<file path="config.mk">
export PLATFORM = sky130hd
export DESIGN_NAME = next_prime_finder
export DESIGN_NICKNAME = d
export VERILOG_FILES = /design/src/hw/rtl/npf_pkg.sv /design/src/hw/rtl/next_prime_finder.sv
export SDC_FILE = /design/constraint.sdc
export NUM_CORES = 1
export LEC_CHECK = 0
export BUFFER_PORTS_ARGS = -buffer_cell sky130_fd_sc_hd__buf_2
export CAP_MARGIN = 10
export CORE_UTILIZATION = 30
export CTS_CLUSTER_DIAMETER = 200
export DETAILED_ROUTE_END_ITERATION = 12
export GPL_ROUTABILITY_DRIVEN = 1
export PLACE_DENSITY_LB_ADDON = 0.12
export SYNTH_ARGS = -nofsm -noshare
export SYNTH_HDL_FRONTEND = slang
export SYNTH_SLANG_ARGS = --single-unit
</file>
<file path="constraint.sdc">
create_clock -name clk -period 7.35 [get_ports clk]
set_input_delay 0.735 -clock clk [delete_from_list [all_inputs] [get_ports clk]]
set_output_delay 0.735 -clock clk [all_outputs]
set_load 0.01 [all_outputs]
</file>
<file path="src/hw/rtl/npf_pkg.sv">
// ----------------------------------------------------------------------------
// npf_pkg
// Shared types for the next-prime search block.
// ----------------------------------------------------------------------------
package npf_pkg;

  // Sequencer states of the trial-division search
  typedef enum logic [2:0] {
    ST_IDLE,   // waiting for a request transaction
    ST_TEST,   // compare divisor squared against the candidate
    ST_DIV,    // bit-serial remainder, one candidate bit per cycle
    ST_CHECK,  // act on the remainder
    ST_FOUND   // prime ready, waiting for the output register
  } state_t;

endpackage

</file>
<file path="src/hw/rtl/next_prime_finder.sv">
// Search: a start_value below 2 goes straight to the result 2. Otherwise each
//   odd candidate is tried against odd divisors in turn, one bit-serial
//   remainder per divisor, until the divisor squared exceeds the candidate.
// Throughput: one transaction in flight; a new request is taken while the
//   previous result still waits in the output register.
// Reset: rst (synchronous, active high) returns to idle and drops rsp_valid.
// ----------------------------------------------------------------------------
// next_prime_finder
// Returns the smallest prime strictly above start_value by trial division
// with odd divisors, using a bit-serial restoring remainder unit.
// ----------------------------------------------------------------------------
module next_prime_finder
  import npf_pkg::*;
#(
  parameter int VALUE_BITS = 16
) (
  input  logic                  clk,
  input  logic                  rst,
  input  logic                  req_valid,
  output logic                  req_ready,
  input  logic [VALUE_BITS-1:0] start_value,
  output logic                  rsp_valid,
  input  logic                  rsp_ready,
  output logic [VALUE_BITS:0]   prime_found
);

  // Candidate width, divisor width (room for one step past sqrt), square width
  localparam int CW    = VALUE_BITS + 1;
  localparam int DW    = (CW + 1) / 2 + 1;
  localparam int SW    = 2 * DW;
  localparam int CNT_W = $clog2(CW);

  localparam logic [DW-1:0]    FIRST_DIV = DW'(3);
  localparam logic [SW-1:0]    FIRST_SQ  = SW'(9);
  localparam logic [CNT_W-1:0] LAST_BIT  = CNT_W'(CW - 1);

  state_t state, state_next;

  logic [CW-1:0]    cand;
  logic [DW-1:0]    div;
  logic [SW-1:0]    sq;
  logic [CW-1:0]    shreg;
  logic [DW:0]      rem;
  logic [CNT_W-1:0] bit_cnt;

  logic             small_in;
  logic             sq_le;
  logic [DW:0]      rem_shift;
  logic [DW:0]      rem_sub;
  logic             rem_ge;
  logic             load_out;
  logic [CW-1:0]    first_cand;

  // Input decode and first odd candidate
  assign small_in   = (start_value[VALUE_BITS-1:1] == '0);
  assign first_cand = {1'b0, start_value} + (start_value[0] ? CW'(2) : CW'(1));

  // Divisor squared still within candidate
  assign sq_le = (sq <= SW'(cand));

  // One restoring division step
  assign rem_shift = {rem[DW-1:0], shreg[CW-1]};
  assign rem_sub   = rem_shift - {1'b0, div};
  assign rem_ge    = (rem_shift >= {1'b0, div});

  // Next state
  always_comb begin
    state_next = state;
    case (state)
      ST_IDLE: begin
        if (req_valid) begin
          state_next = small_in ? ST_FOUND : ST_TEST;
        end
      end
      ST_TEST: begin
        state_next = sq_le ? ST_DIV : ST_FOUND;
      end
      ST_DIV: begin
        if (bit_cnt == '0) begin
          state_next = ST_CHECK;
        end
      end
      ST_CHECK: begin
        state_next = ST_TEST;
      end
      ST_FOUND: begin
        if (!rsp_valid || rsp_ready) begin
          state_next = ST_IDLE;
        end
      end
      default: state_next = ST_IDLE;
    endcase
  end

  // Handshake outputs
  always_comb begin
    req_ready = (state == ST_IDLE);
    load_out  = (state == ST_FOUND) && (!rsp_valid || rsp_ready);
  end

  always_ff @(posedge clk) begin
    if (rst) begin
      state <= ST_IDLE;
    end else begin
      state <= state_next;
    end
  end

  // Search datapath
  always_ff @(posedge clk) begin
    case (state)
      ST_IDLE: begin
        if (req_valid) begin
          cand <= small_in ? CW'(2) : first_cand;
          div  <= FIRST_DIV;
          sq   <= FIRST_SQ;
        end
      end
      ST_TEST: begin
        shreg   <= cand;
        rem     <= '0;
        bit_cnt <= LAST_BIT;
      end
      ST_DIV: begin
        rem     <= rem_ge ? rem_sub : rem_shift;
        shreg   <= {shreg[CW-2:0], 1'b0};
        bit_cnt <= bit_cnt - CNT_W'(1);
      end
      ST_CHECK: begin
        if (rem == '0) begin
          // composite: next odd candidate, restart divisors
          cand <= cand + CW'(2);
          div  <= FIRST_DIV;
          sq   <= FIRST_SQ;
        end else begin
          // (d+2)^2 = d^2 + 4d + 4
          div <= div + DW'(2);
          sq  <= sq + SW'({div, 2'b00}) + SW'(4);
        end
      end
      default: begin
      end
    endcase
  end

  // Output register
  always_ff @(posedge clk) begin
    if (rst) begin
      rsp_valid <= 1'b0;
    end else if (load_out) begin
      rsp_valid <= 1'b1;
    end else if (rsp_ready) begin
      rsp_valid <= 1'b0;
    end
  end

  always_ff @(posedge clk) begin
    if (load_out) begin
      prime_found <= cand;
    end
  end

  // Checks
  a_odd_search: assert property (@(posedge clk) disable iff (rst)
    (state == ST_TEST || state == ST_DIV || state == ST_CHECK) |-> (div[0] && cand[0]))
    else $error("even divisor or candidate during search");

  a_rem_bound: assert property (@(posedge clk) disable iff (rst)
    (state == ST_DIV || state == ST_CHECK) |-> (rem < {1'b0, div}))
    else $error("partial remainder not below divisor");

  a_out_source: assert property (@(posedge clk) disable iff (rst)
    $rose(rsp_valid) |-> ($past(state) == ST_FOUND))
    else $error("result transaction raised outside found state");

endmodule

</file>
**Yosys cells after proc, flatten, opt, wreduce, memory -nomap -nowiden**

Cells that the tools add are included.

- Input bits: 20
- Flip-flop bits (word level): 101
- Logic and storage cells: 62
- Output and inout bits: 19

- Order comparisons: 2
- Reduce and logical (&&, ||, !) cells: 13
- Add/subtract/negate cells: 7
- Muxes and demuxes: 23
- Equal/unequal tests: 8

Operators by type and width:

| cell | count |
|---|---|
| case mux 17 bit (2 select lines) | 2 |
| two-way mux 17 bit | 3 |
| two-way mux 20 bit | 2 |
| case mux 20 bit (2 select lines) | 1 |
| case mux 11 bit (2 select lines) | 1 |
| adder 20 x 12 -> 20 bit | 1 |
| adder 20 x 3 -> 20 bit (second input constant) | 1 |
| less-or-equal comparator 20 x 17 -> 1 bit | 1 |
| two-way mux 10 bit | 2 |
| case mux 10 bit (2 select lines) | 1 |
| adder 16 x 2 -> 17 bit | 1 |
| adder 17 x 2 -> 17 bit (second input constant) | 1 |
| logical NOT 15 bit | 1 |
| two-way mux 3 bit | 5 |
| case mux 3 bit (5 select lines) | 1 |
| greater-or-equal comparator 11 x 10 -> 1 bit | 1 |
| logical NOT 11 bit | 1 |
| two-way mux 11 bit | 1 |
| subtractor 11 x 10 -> 11 bit | 1 |
| adder 10 x 2 -> 10 bit (second input constant) | 1 |
| case mux 5 bit (2 select lines) | 1 |
| inequality test 2 bit (second input constant) | 4 |
| == test 3 x 2 -> 1 bit (second input constant) | 2 |
| AND reduction 3 bit | 2 |
| 12 further kinds | 15 |

**Longest topological paths before layout**

Gate-level depths: netlist of the first run.

- Word-level depth: 5
- Mapped depth: 9
- Mapped depth without buffers: 7

**Worst setup path after synthesis of the first run**

Ideal clock, no wire load.

- Path kind: reg2reg
- Start: reg state[1]
- End: reg bit_cnt[0], enable pin
- Period minus slack after synthesis: 2530 ps
- Cell stages (with the launch flop): 4
- Data arrival time: 2107 ps
- Slack: 4820 ps
- Setup time: 423 ps
- Data required time: 6927 ps
- Buffers on the path: 1
- Cell sequence: dfxtp_1 -> clkbuf_1 -> xnor2_1 -> nor2_1

- Cells in the longest elaborated chain, start to end: 2
- Elaborated cells on any way between the ends: 3
- Classes of those cells: eq/ne (2); reduce/logical (1)

Ends and longest elaborated chain:

| what | RTL line | text |
|---|---|---|
| start, declared | next_prime_finder.sv:37 | `state_t state, state_next;` |
| start signal, assigned | next_prime_finder.sv:105 | `state <= state_next;` |
| == test 3 x 2 -> 1 bit / == test 3 x 1 -> 1 bit (equally long branches) | next_prime_finder.sv:111 | `case (state)` |
| nonzero test 2 bit (no line) * | -- |  |
| end signal, assigned | next_prime_finder.sv:127 | `bit_cnt <= bit_cnt - CNT_W'(1);` |
| end, declared | next_prime_finder.sv:44 | `logic [CNT_W-1:0] bit_cnt;` |

Every way passes the cells marked *; elsewhere a longest branch is shown, timed or not.
A chain may end at the register's enable or synchronous reset.

**Worst setup path in the final report of the first run**

- Start: reg div[1]
- End: reg sq[17] (data pin)

- Cells in the longest elaborated chain, start to end: 4

Ends and longest elaborated chain:

| what | RTL line | text |
|---|---|---|
| start, declared | next_prime_finder.sv:40 | `logic [DW-1:0] div;` |
| start signal, assigned | next_prime_finder.sv:137 | `div <= div + DW'(2);` |
| adder 20 x 12 -> 20 bit | next_prime_finder.sv:138 | `sq <= sq + SW'({div, 2'b00}) + SW'(4);` |
| adder 20 x 3 -> 20 bit | next_prime_finder.sv:138 |  |
| two-way mux 20 bit | next_prime_finder.sv:130 | `if (rem == '0) begin` |
| case mux 20 bit (2 select lines) | next_prime_finder.sv:111 |  |
| end signal, assigned | next_prime_finder.sv:138 |  |
| end, declared | next_prime_finder.sv:41 | `logic [SW-1:0] sq;` |

Every way passes these cells.

==> results of run 1 <==
[cells in the mapped netlist, drive strengths merged, types with 5 or more instances]
master	n
nor3	19
inv	37
o211ai	8
nand4	20
clkbuf	14
xnor2	39
ha	47
edfxtp	93
mux2i	9
o31ai	6
nor4	13
o21a	13
nand2b	11
o22ai	5
nand2	51
xor2	7
and2	6
and3	11
nor2	36
a211oi	6
a21o	8
buf	7
o21ai	33
nand3	25
a21oi	31
[cell type report]
| cell class | count | area (um2) |
|---|---|---|
| sequential | 97 | 2870 |
| inverter | 37 | 139 |
| multi-input combinational | 441 | 3020 |
| tap | 265 | 332 |
| timing repair buffer | 44 | 235 |
| fill | 2003 | 12800 |
| clock buffer | 12 | 246 |
| clock inverter | 4 | 27.5 |
[worst register-to-register path, stage by stage (launching register included)]
cell,delay (ns)
edfxtp_1,0.50
ha_1,0.39
fa_1,0.47
a21oi_1,0.27
o211ai_1,0.17
o2111a_1,0.23
o211ai_1,0.24
mux2i_1,0.10
[metrics by stage]
stage | cells | power (W) | hold slack [ns]
after global placement | 884 | 0.00100 | 0.443
after CTS | 900 | 0.00147 | 0.457
after detailed placement | 884 | 0.00100 | 0.443
final | 900 | 0.00146 | 0.458
after global routing | 900 | 0.00153 | 0.479
after floorplan | 596 | 0.000917 | 0.426
[path summary, 6_finish.rpt]
check | endpoint | slack (ns)
max reg2reg | sq[17] | 4.71
max | sq[17] | 4.71
min | prime_found[13] | 0.46
min reg2reg | prime_found[13] | 0.46
[state kept, by name (all words and copies together), names as in the netlist]
signal and cells:
rsp_valid 1, cand 17, rem 11, state 3, shreg 17, prime_found 17
sq 17, bit_cnt 5, div 9
[routing by layer]
metal | vias to the layer above | track usage [%] | part of all wire, %
li1 | 2297 | - | -
met1 | 2191 | 21.2 | 50
met2 | 82 | 23.6 | 45
met3 | 14 | 2.27 | 3.4
met4 | 0 | 5.98 | 1.7
met5 | - | 0 | 0
[cells by family after synthesis]
family | after synthesis
mux | 9
fa+ha+maj | 49
flops | 97
xor+xnor | 46
buf+inv | 58
simple gates | 207
compound gates | 130
[power groups by stage]
stage,logic [W],registers (W),clock network [W]
final,0.000299,0.000694,0.000461
after global routing,0.000339,0.000701,0.000493
after CTS,0.000300,0.000695,0.000478
after detailed placement,0.000297,0.000707,0
after global placement,0.000294,0.000707,0
after floorplan,0.000223,0.000694,0
==> impl_results.md, run 1 <==
* Mapped Cells at 596
* Post-synth top area cell: edfxtp_1
* Gr usage total at 15.2%
* Antenna diodes at 0
* Post-DR vias/cell at slightly above 5
* Max clock buf depth at 2
* Critical path class: reg2reg
* Cell area after layout at 6870 um2
* Via count at approximately 4,600
* Die Span X at 145 um
* Synth unique cells at 59
* RD Place Congestion at 0.808
* P per Cell Area at 212 nW/um2
* Stages on the worst setup path at 7
* Status: finished clean
* Total grt overflow at 0
* Max Clk Rate at 379 MHz
* Largest net degree at the start of global routing at 33
* Hold Buf Count CTS at 0
* Final Cycle Share at a little over a third
* Clock Pin Slew Worst Setup and Hold Paths at 0.07 ns
* CTS tree: yes
* Net Count, Synth at about 670
* Detailed Route WL at ~15,000 um
* Port Buf Inserts at 38
* Worst EP arrival at 2.73 ns
* Worst-Margin Slew at 0.907 ns
* Post-CTS resize count at 0
* Core box area at around 20,000 um2
* Power Internal at 0.00102 W
* Combinational share of power at 20.6%
* Nets at 699
* H-tree Lvls at 3
* Worst slack at placement at 4.73 ns
* Final min period at 2.64 ns
* Die H at 145 um
* Leak at around 2.6 nW
* Largest cells by area after synthesis: edfxtp_1 (46%), ha_1 (9.6%), xnor2_1 (5.6%)
* Dominant synthesized flop cell: edfxtp_1
* Hold Fails Final Rpt at 0
* Worst vdd ir at 83.0 uV
* Mux cell area share after synthesis at 1.47%
* Commonest non-fill, non-tap cell in the layout: edfxtp_1
* Switching Power at 0.000436 W
* Final ANT Viol Nets at 0
* Share of cells above drive strength 1 at 10.4%
* Setup Buffers After CTS at 0
* Post-DP Area at 6600 um2
* CP Max Fanout at 7
* Critical Path Sink Type: flop
* 1st-pass router iterations at 4
* CP most frequent cell: o211ai_1
* Worst Hold Launch: cand[13]
* Slew Viols, Final at 0
* CTS Sinks at 97
* CP max stage cell: edfxtp_1
* Reg2Reg Launch Point: div[1]
* Setup TNS at 0 ns
* Hpwl dp at 11,200 um
* RSZ-0062 raised after global routing: false
* Seq/Total Area, Yosys at a little under half
* Compound-Gate Fraction of Synth Area at 13.9%
* Number of core rows at between 50 and 60
* Crit path max-delay family: compound AO/OA/AOI/OAI gates
* CP max stage delay at 0.50 ns
* Post-route core utilization at a little over a third
* Post-Synth Simple-Gate Area at 17.0%
* First-pass GRT wire length at 24,000 um
* Commonest non-fill, non-tap cells in the layout: edfxtp_1 (93), nand2_1 (51), ha_1 (47)
* # IOs at 39
* Yosys warns at 0
* Syn Area/Cell at 10.3 um2
* Worst reg-to-reg path cell count at 7
* Startpoint Class: flop
* Per-cell routed wire length at 16.5 um
* CP cell instances: ha_1, fa_1, a21oi_1, o211ai_1, o2111a_1, o211ai_1, mux2i_1
* Switching portion of total power at 30.0%
* EDFF count, synth at between 90 and 100
* Initial core utilization at a little under a third
* Buf/Inv on CP at 0
* Largest family of logic cells by synthesized area: simple AND/OR/NAND/NOR gates
* Post-synthesis register bit count at 97
* Vias in the first global route at 4,443
* Start point of the critical path: div[1]
* Worst setup margin at 4.71 ns
* Hold depth at 0
* Adder-Cell Fraction of Synth Area at approximately 10%
* Share of the synthesized area in the top cell type at about 46%
* Slew Limit Headroom at 39.6%
* Clock buffer count from CTS at 9
* Flop pwr share at 47.7%
* Clk_lat worst skew at 0.36 ns
* Mapped Area at 6120 um2
* Final setup vio count at 0
* Clock Skew at 0.0119 ns
* Synth Area in XOR/XNOR at 6.59%
* Initial DRC Count at slightly above 300
* Die Footprint at 21,000 um2
* WP data required at 7.45 ns
* Clock power share at 31.7%
* Post-synth ARST share at 0%
* Area grow syn2layout at 12.4%
* Max-capacitance violation count at 0
* Root Driver: clkbuf_16
* Worst hold path class: reg2reg
* Drt drc at 0
* Initial antenna violation count at 0
Note: power is estimated with default switching activity, not from simulation.
==> inputs of run 2 (changes only) <==
Settings changed: ABC_AREA set to 1.
Clock period 7.35 ns to 2.65 ns, I/O delays scaled along.
==> run 2 against run 1 <==
Effect of this change: synthesized cell count up 16%; flip-flop and latch count is the same; sequential power grew to 3.6 times the previous value; maximum frequency increased by 11%; clock power rose to 3.2 times the previous value; design area grew 1.1%; sequential share of layout area shrank 0.44 points; total power rose to 4.3 times the previous value; die area fell by 0.54%; final cell count rose by 12%; highest routed layer unchanged.
==> impl_results.md, run 2 <==
* Status: finished clean
* Final ANT Viol Nets at 0 (unchanged)
* Switching Power at 0.00238 W (+440%)
* P per Cell Area at 901 nW/um2 (+330%)
* Post-synthesis register bit count at 97 (unchanged)
* EDFF count, synth at 93 (unchanged)
* Initial DRC Count at 277 (-9.8%)
* Max clock buf depth at 2 (unchanged)
* Antenna diodes at 0 (unchanged)
* Reg2Reg Launch Point: div[3]
* Max Clk Rate at 421 MHz (+11%)
* First-pass GRT wire length at 23,200 um (-3.3%)
* Clock buffer count from CTS at 9 (unchanged)
* Post-synth top area cell: edfxtp_1
* CTS Sinks at 97 (unchanged)
* Clk_lat worst skew at 0.35 ns (about the same)
* Hold Fails Final Rpt at 0 (unchanged)
* CTS tree: yes
* Post-CTS resize count at 0 (unchanged)
* Total grt overflow at 0 (unchanged)
* Largest cells by area after synthesis: edfxtp_1 (46%), ha_1 (9.7%), nand2_1 (8.1%)
* 1st-pass router iterations at 6 (+2)
* Clock Skew at 0.00603 ns (-0.00591 ns)
* Die H at 144 um (-0.27%)
* Share of the synthesized area in the top cell type at 45.9% (+0.25 points)
* Most numerous cell in the Yosys netlist: nand2_1
* Via count at 4,715 (+2.9%)
* CP cell instances: ha_1, ha_1, nand3_1, nand2_1, a21boi_0, o21ai_0, nand3_1, nand2_1, nand2_1, nand2_1, nor2_1
* H-tree Lvls at 3 (unchanged)
* Net Count, Synth at 762 (+15%)
* CP max stage cell: edfxtp_1
* Largest net degree at the start of global routing at 45 (+36%)
* CP max stage delay at 0.45 ns (-0.05 ns)
* Gr usage total at 14.6% (-0.62 points)
* Core box area at 19,700 um2 (-0.32%)
* Worst reg-to-reg path cell count at 11 (+4)
* Nets at 810 (+16%)
* Max-capacitance violation count at 0 (unchanged)
* Die Span X at 144 um (-0.27%)
* Commonest non-fill, non-tap cell in the layout: nand2_1
* Pwr Total at 0.00625 W (+330%)
* Slew Limit Headroom at 68.7% (+29 points)
* Share of cells above drive strength 1 at 10.9% (+0.46 points)
* Yosys warns at 0 (unchanged)
* Commonest non-fill, non-tap cells in the layout: nand2_1 (132), inv_1 (96), edfxtp_1 (93)
* Post-DR vias/cell at 4.66 (-8.4%)
* Final setup vio count at 0 (unchanged)
* Clock Pin Slew Worst Setup and Hold Paths at 0.07 ns (about the same)
* Reg2reg end: sq[12]
* Final std cells w/o fill at 1,011 (+12%)
* Per-cell routed wire length at 14.1 um (-15%)
* Hpwl dp at 11,000 um (-1.6%)
* Final min period at 2.38 ns (-0.258 ns)
* Vias in the first global route at 4,541 (+2.2%)
* Root Driver: clkbuf_16
* Initial core utilization at 30.9% (-0.071 points)
* Initial antenna violation count at 0 (unchanged)
* WP data required at 2.76 ns (-4.69 ns)
* Drt drc at 0 (unchanged)
* Synth unique cells at 45 (-24%)
* Flop pwr share at 40.2% (-7.5 points)
* Detailed Route WL at 14,200 um (-4.3%)
* Slew Viols, Final at 0 (unchanged)
* Worst EP arrival at 2.49 ns (-0.24 ns)
* RSZ-0062 raised after global routing: false
* Worst Setup EP: sq[12]
* Critical Path Sink Type: flop
* Worst vdd ir at 324 uV (+290%)
* Switching portion of total power at 38.0% (+8.0 points)
* Setup Buffers After CTS at 0 (unchanged)
* Number of core rows at 51 (unchanged)
* FF-to-FF setup slack at 0.27 ns (-4.44 ns)
* Dominant synthesized flop cell: edfxtp_1
* Combinational share of power at 36.4% (+16 points)
* CP most frequent cell: nand2_1
* Clock power share at 23.4% (-8.3 points)
* Syn Area/Cell at 8.78 um2 (-14%)
* Leak at 2.92 nW (+14%)
* Power Internal at 0.00388 W (+280%)
* Die Footprint at 20,800 um2 (-0.54%)
* Worst hold path class: in2reg
* Start point of the critical path: div[3]
* Synth cell count leaders: nand2_1 (132), inv_1 (96), edfxtp_1 (93)
* Mapped Cells at 693 (+16%)
* Seq/Total Area, Yosys at 47.2% (+0.26 points)
* Final Cycle Share at 89.7% (+54 points)
* Port Buf Inserts at 38 (unchanged)
* Placed cells at 995 (+13%)
* Mapped Area at 6080 um2 (-0.55%)
* Post-synth ARST share at 0% (unchanged)
* Setup TNS at 0 ns (unchanged)
* Hold Buf Count CTS at 0 (unchanged)
* Critical path class: reg2reg
* Startpoint Class: flop
* CP Max Fanout at 5 (-2)
* Area grow syn2layout at 14.2%
* Worst-Margin Slew at 0.465 ns (-0.442 ns)
* # IOs at 39 (unchanged)
* RD Place Congestion at 0.826 (+2.2%)
-- run 2: cell count changes after synthesis, moves of 12 or more --
cell | previous run | this run
a21oi_1 | 31 | 52
xnor2_1 | 39 | 7
nand3_1 | 25 | 52
nand4_1 | 20 | 7
o21ai_0 | 19 | 55
nor2_1 | 36 | 58
inv_1 | 36 | 96
o21ai_1 | 14 | 2
nand2_1 | 51 | 132
-- run 2: layout make-up --
| type | instances | area, um2 |
|---|---|---|
| fill | 2070 | 12700 |
| sequential | 97 | 2870 |
| multi-input combinational | 484 | 2770 |
| inverter | 102 | 383 |
| tap | 265 | 332 |
| timing repair buffer | 47 | 258 |
| clock buffer | 11 | 243 |
| clock inverter | 5 | 86.3 |
-- run 2: power by group through the flow --
stage                     Sequential [W]  Clock [W]  Combinational, W
after CTS                        0.00252    0.00150           0.00231
after global placement           0.00255          0           0.00230
after floorplan                  0.00246          0           0.00171
after detailed placement         0.00255          0           0.00230
final                            0.00252    0.00146           0.00228
after global routing             0.00257    0.00154           0.00263
-- run 2: layer usage --
metal  global-route usage (%)  vias to the layer above  wire, um
met2                     22.9                       66      6200
met3                     2.62                       13       371
li1                         -                     2462         -
met5                        0                        -         0
met1                     20.2                     2174      7440
met4                     4.82                        0       235
-- run 2: cells by family (layout without fill, tap and decap cells) --
family	count (synthesis)	after routing	share of synthesized area [%]
buffers and inverters	112	165	7.22
xor gates and xnor gates	19	19	2.74
adders and majority gates	49	49	10.3
AOI/OAI and AO/OA	127	127	11.2
DFF	97	97	47.2
and+or+nand+nor	289	289	21.3
-- run 2: stage by stage --
step / hold slack [ns] / setup WS (ns) / utilization [%] / area (um2)
4_1_cts: 0.134 / 0.276 / 35.3 / 6940
3_5_place_dp: 0.457 / 0.279 / 33.7 / 6620
6_report: 0.148 / 0.273 / 35.3 / 6940
3_3_place_gp: 0.439 / 0.290 / 33.7 / 6620
2_1_floorplan: 0.334 / 0.322 / - / 6080
5_1_grt: 0.135 / 0.000723 / 35.3 / 6940
-- run 2: how the worst min path moves through the flow --
stage | cells past startpoint | endpoint | start
after floorplan | 1 | rsp_valid | rst
after global placement | 0 | prime_found[15] | cand[15]
after detailed placement | 0 | prime_found[15] | cand[15]
after CTS | 2 | state[1] | rst
after global routing | 2 | state[1] | rst
final | 2 | state[1] | rst
-- run 2: worst max-delay path, delay by kind of cell, from the launching register on --
| family | cells | cell delay [ns] |
|---|---|---|
| AO/OA/AOI/OAI | 2 | 0.43 |
| adder cells (fa/ha/maj) | 2 | 0.66 |
| flip-flops | 1 | 0.45 |
| AND/OR/NAND/NOR | 7 | 0.59 |
==> inputs of run 3 (changes only) <==
Settings changed: CORE_UTILIZATION 30 to 57.
==> run 3 against run 2 <==
Effect of this change: design area down 4.6%; sequential power about the same; critical path depth down 1; clock-buffer cell count down 1; hold slack worse by 0.027 ns; maximum frequency down 2.2%; via count up 2.5%.
==> impl_results.md, run 3 (synthesized netlist as in run 2, its figures left out) <==
* Vias in the first global route at 4,585 (+0.97%)
* Cell area after layout at 6620 um2 (-4.6%)
* Worst Hold Launch: rst
* Critical path class: reg2reg
* Commonest non-fill, non-tap cell in the layout: nand2_1
* Clock buffer count from CTS at 9 (unchanged)
* FF-to-FF setup slack at 0.22 ns (-0.05 ns)
* GR Util met2 at 40.6% (+18 points)
* Max-capacitance violation count at 0 (unchanged)
* CTS tree: yes
* Share of cells above drive strength 1 at 10.6% (-0.24 points)
* Sequential standard cell area at 2870 um2 (unchanged)
* Core box area at 10,300 um2 (-47%)
* Hold path endpoint: state[2]
* Port Buf Inserts at 38 (unchanged)
* Die Span X at 105 um (-27%)
* Hold Buf Count CTS at 0 (unchanged)
* Final ANT Viol Nets at 0 (unchanged)
* Status: finished clean
* Max clock buf depth at 2 (unchanged)
* WP data required at 2.78 ns (+0.02 ns)
* Worst-Margin Slew at 0.834 ns (+0.369 ns)
* Post-DP Area at 6440 um2 (-2.7%)
* CTS Sinks at 97 (unchanged)
* Slew Viols, Final at 0 (unchanged)
* Gr usage total at 25.2% (+11 points)
* Die H at 105 um (-27%)
* Total grt overflow at 0 (unchanged)
* Number of core rows at 37 (-27%)
* Commonest non-fill, non-tap cells in the layout: nand2_1 (132), inv_1 (96), edfxtp_1 (93)
* Final std cells w/o fill at 880 (-13%)
* Final setup vio count at 0 (unchanged)
* Hpwl dp at 9900 um (-9.8%)
* Drt drc at 0 (unchanged)
* Busiest grt layer: met2
* Grt met1 use at 34.8% (+15 points)
* Placed cells at 864 (-13%)
* Initial antenna violation count at 0 (unchanged)
* H-tree Lvls at 3 (unchanged)
* Reg2reg end: sq[12]
* Nets at 808 (-0.25%)
* Detailed Route WL at 13,300 um (-6.8%)
* Worst reg-to-reg path cell count at 10 (-1)
* Post-CTS resize count at 0 (unchanged)
* Antenna diodes at 0 (unchanged)
* Final Cycle Share at 91.7% (+2.0 points)
* CP Max Fanout at 5 (unchanged)
* Largest net degree at the start of global routing at 45 (unchanged)
* Startpoint Class: flop
* Area grow syn2layout at 8.89%
* Post-DR vias/cell at 5.49 (+18%)
* Worst EP arrival at 2.56 ns (+0.07 ns)
* Leak at 2.84 nW (-2.7%)
* Per-cell routed wire length at 15.1 um (+7.1%)
* P per Cell Area at 867 nW/um2 (-3.7%)
* Final min period at 2.43 ns (+0.0524 ns)
* Root Driver: clkbuf_8
* Area of the multi-input gates at 2770 um2 (unchanged)
* Setup TNS at 0 ns (unchanged)
* Clock Skew at 0.0165 ns (+0.0104 ns)
* GR Util met3 at 3.09% (+0.48 points)
* Hold depth at 2 (unchanged)
* Initial DRC Count at 346 (+25%)
* Layout fillers at 865 (-58%)
* Reg2Reg Launch Point: div[3]
* RD Place Congestion at 0.869 (+5.2%)
* RSZ-0062 raised after global routing: false
* 1st-pass router iterations at 5 (-1)
* First-pass GRT wire length at 21,800 um (-6.2%)
* Fin Hold WS at 0.121 ns (-0.0268 ns)
* Initial core utilization at 58.9% (+28 points)
* Worst vdd ir at 417 uV (+29%)
* Worst hold path class: in2reg
* Pwr Total at 0.00574 W (-8.2%)
* Critical Path Sink Type: flop
* Slew Limit Headroom at 44.4% (-24 points)
* Max Clk Rate at 412 MHz (-2.2%)
* Clock Pin Slew Worst Setup and Hold Paths at 0.10 ns (+0.03 ns)
* Setup Buffers After CTS at 0 (unchanged)
* # IOs at 39 (unchanged)
* Die Footprint at 11,100 um2 (-47%)
* Hold Fails Final Rpt at 0 (unchanged)
* Via count at 4,834 (+2.5%)
* Clk_lat worst skew at 0.38 ns (+0.03 ns)
## run 3: cell count changes in the layout (fill, tap and decap cells not counted)
cell | previous run | this run
clkbuf_16 | 9 | 0
clkbuf_8 | 1 | 9
buf_4 | 9 | 7
bufinv_16 | 2 | 0
inv_8 | 0 | 2
clkinv_4 | 1 | 0
clkinvlp_4 | 0 | 1
inv_6 | 2 | 3
## run 3: metrics by stage
| stage | util [%] | worst slack (ns) |
|---|---|---|
| after floorplan | - | 0.322 |
| after global placement | 62.4 | 0.343 |
| after detailed placement | 62.4 | 0.271 |
| after CTS | 64.1 | 0.253 |
| after global routing | 64.1 | 0.000427 |
| final | 64.1 | 0.220 |
## run 3: cell type report
type | count | area share [%]
Tap cell | 136 | 2.57
Clock inverter | 6 | 0.850
Multi-Input combinational cell | 484 | 41.8
Clock buffer | 10 | 1.93
Timing Repair Buffer | 45 | 3.67
Inverter | 102 | 5.78
Sequential cell | 97 | 43.4
## run 3: where the power goes
group	leakage [nW]	internal [W]	switching, W	total [W]
Sequential	0.904	0.00223	0.000288	0.00252
Combinational	1.84	0.000778	0.00150	0.00228
Clock	0.0917	0.000366	0.000583	0.000948
## run 3: worst max-delay path by stage
stage | startpoint | to | depth (start not counted)
after CTS | div[3] | sq[12] | 10
after floorplan | rem[9] | cand[10] | 6
after detailed placement | div[3] | sq[12] | 10
after global routing | div[3] | sq[12] | 11
final | div[3] | sq[12] | 10
after global placement | div[3] | sq[12] | 11
## run 3: worst max-delay path, stage by stage, from the launching register on
cell,delay (ns)
edfxtp_1,0.46
ha_1,0.33
ha_1,0.35
a21oi_1,0.18
nand2_1,0.12
a21boi_0,0.25
o21ai_0,0.18
nand3_1,0.10
nand2_1,0.07
nor2_1,0.09
nor2_1,0.05
## run 3: per-layer routing
metal | wire length (um) | share of wire (%)
met5 | 0 | 0
met4 | 202 | 1.5
met3 | 589 | 4.4
met2 | 6250 | 47
met1 | 6250 | 47
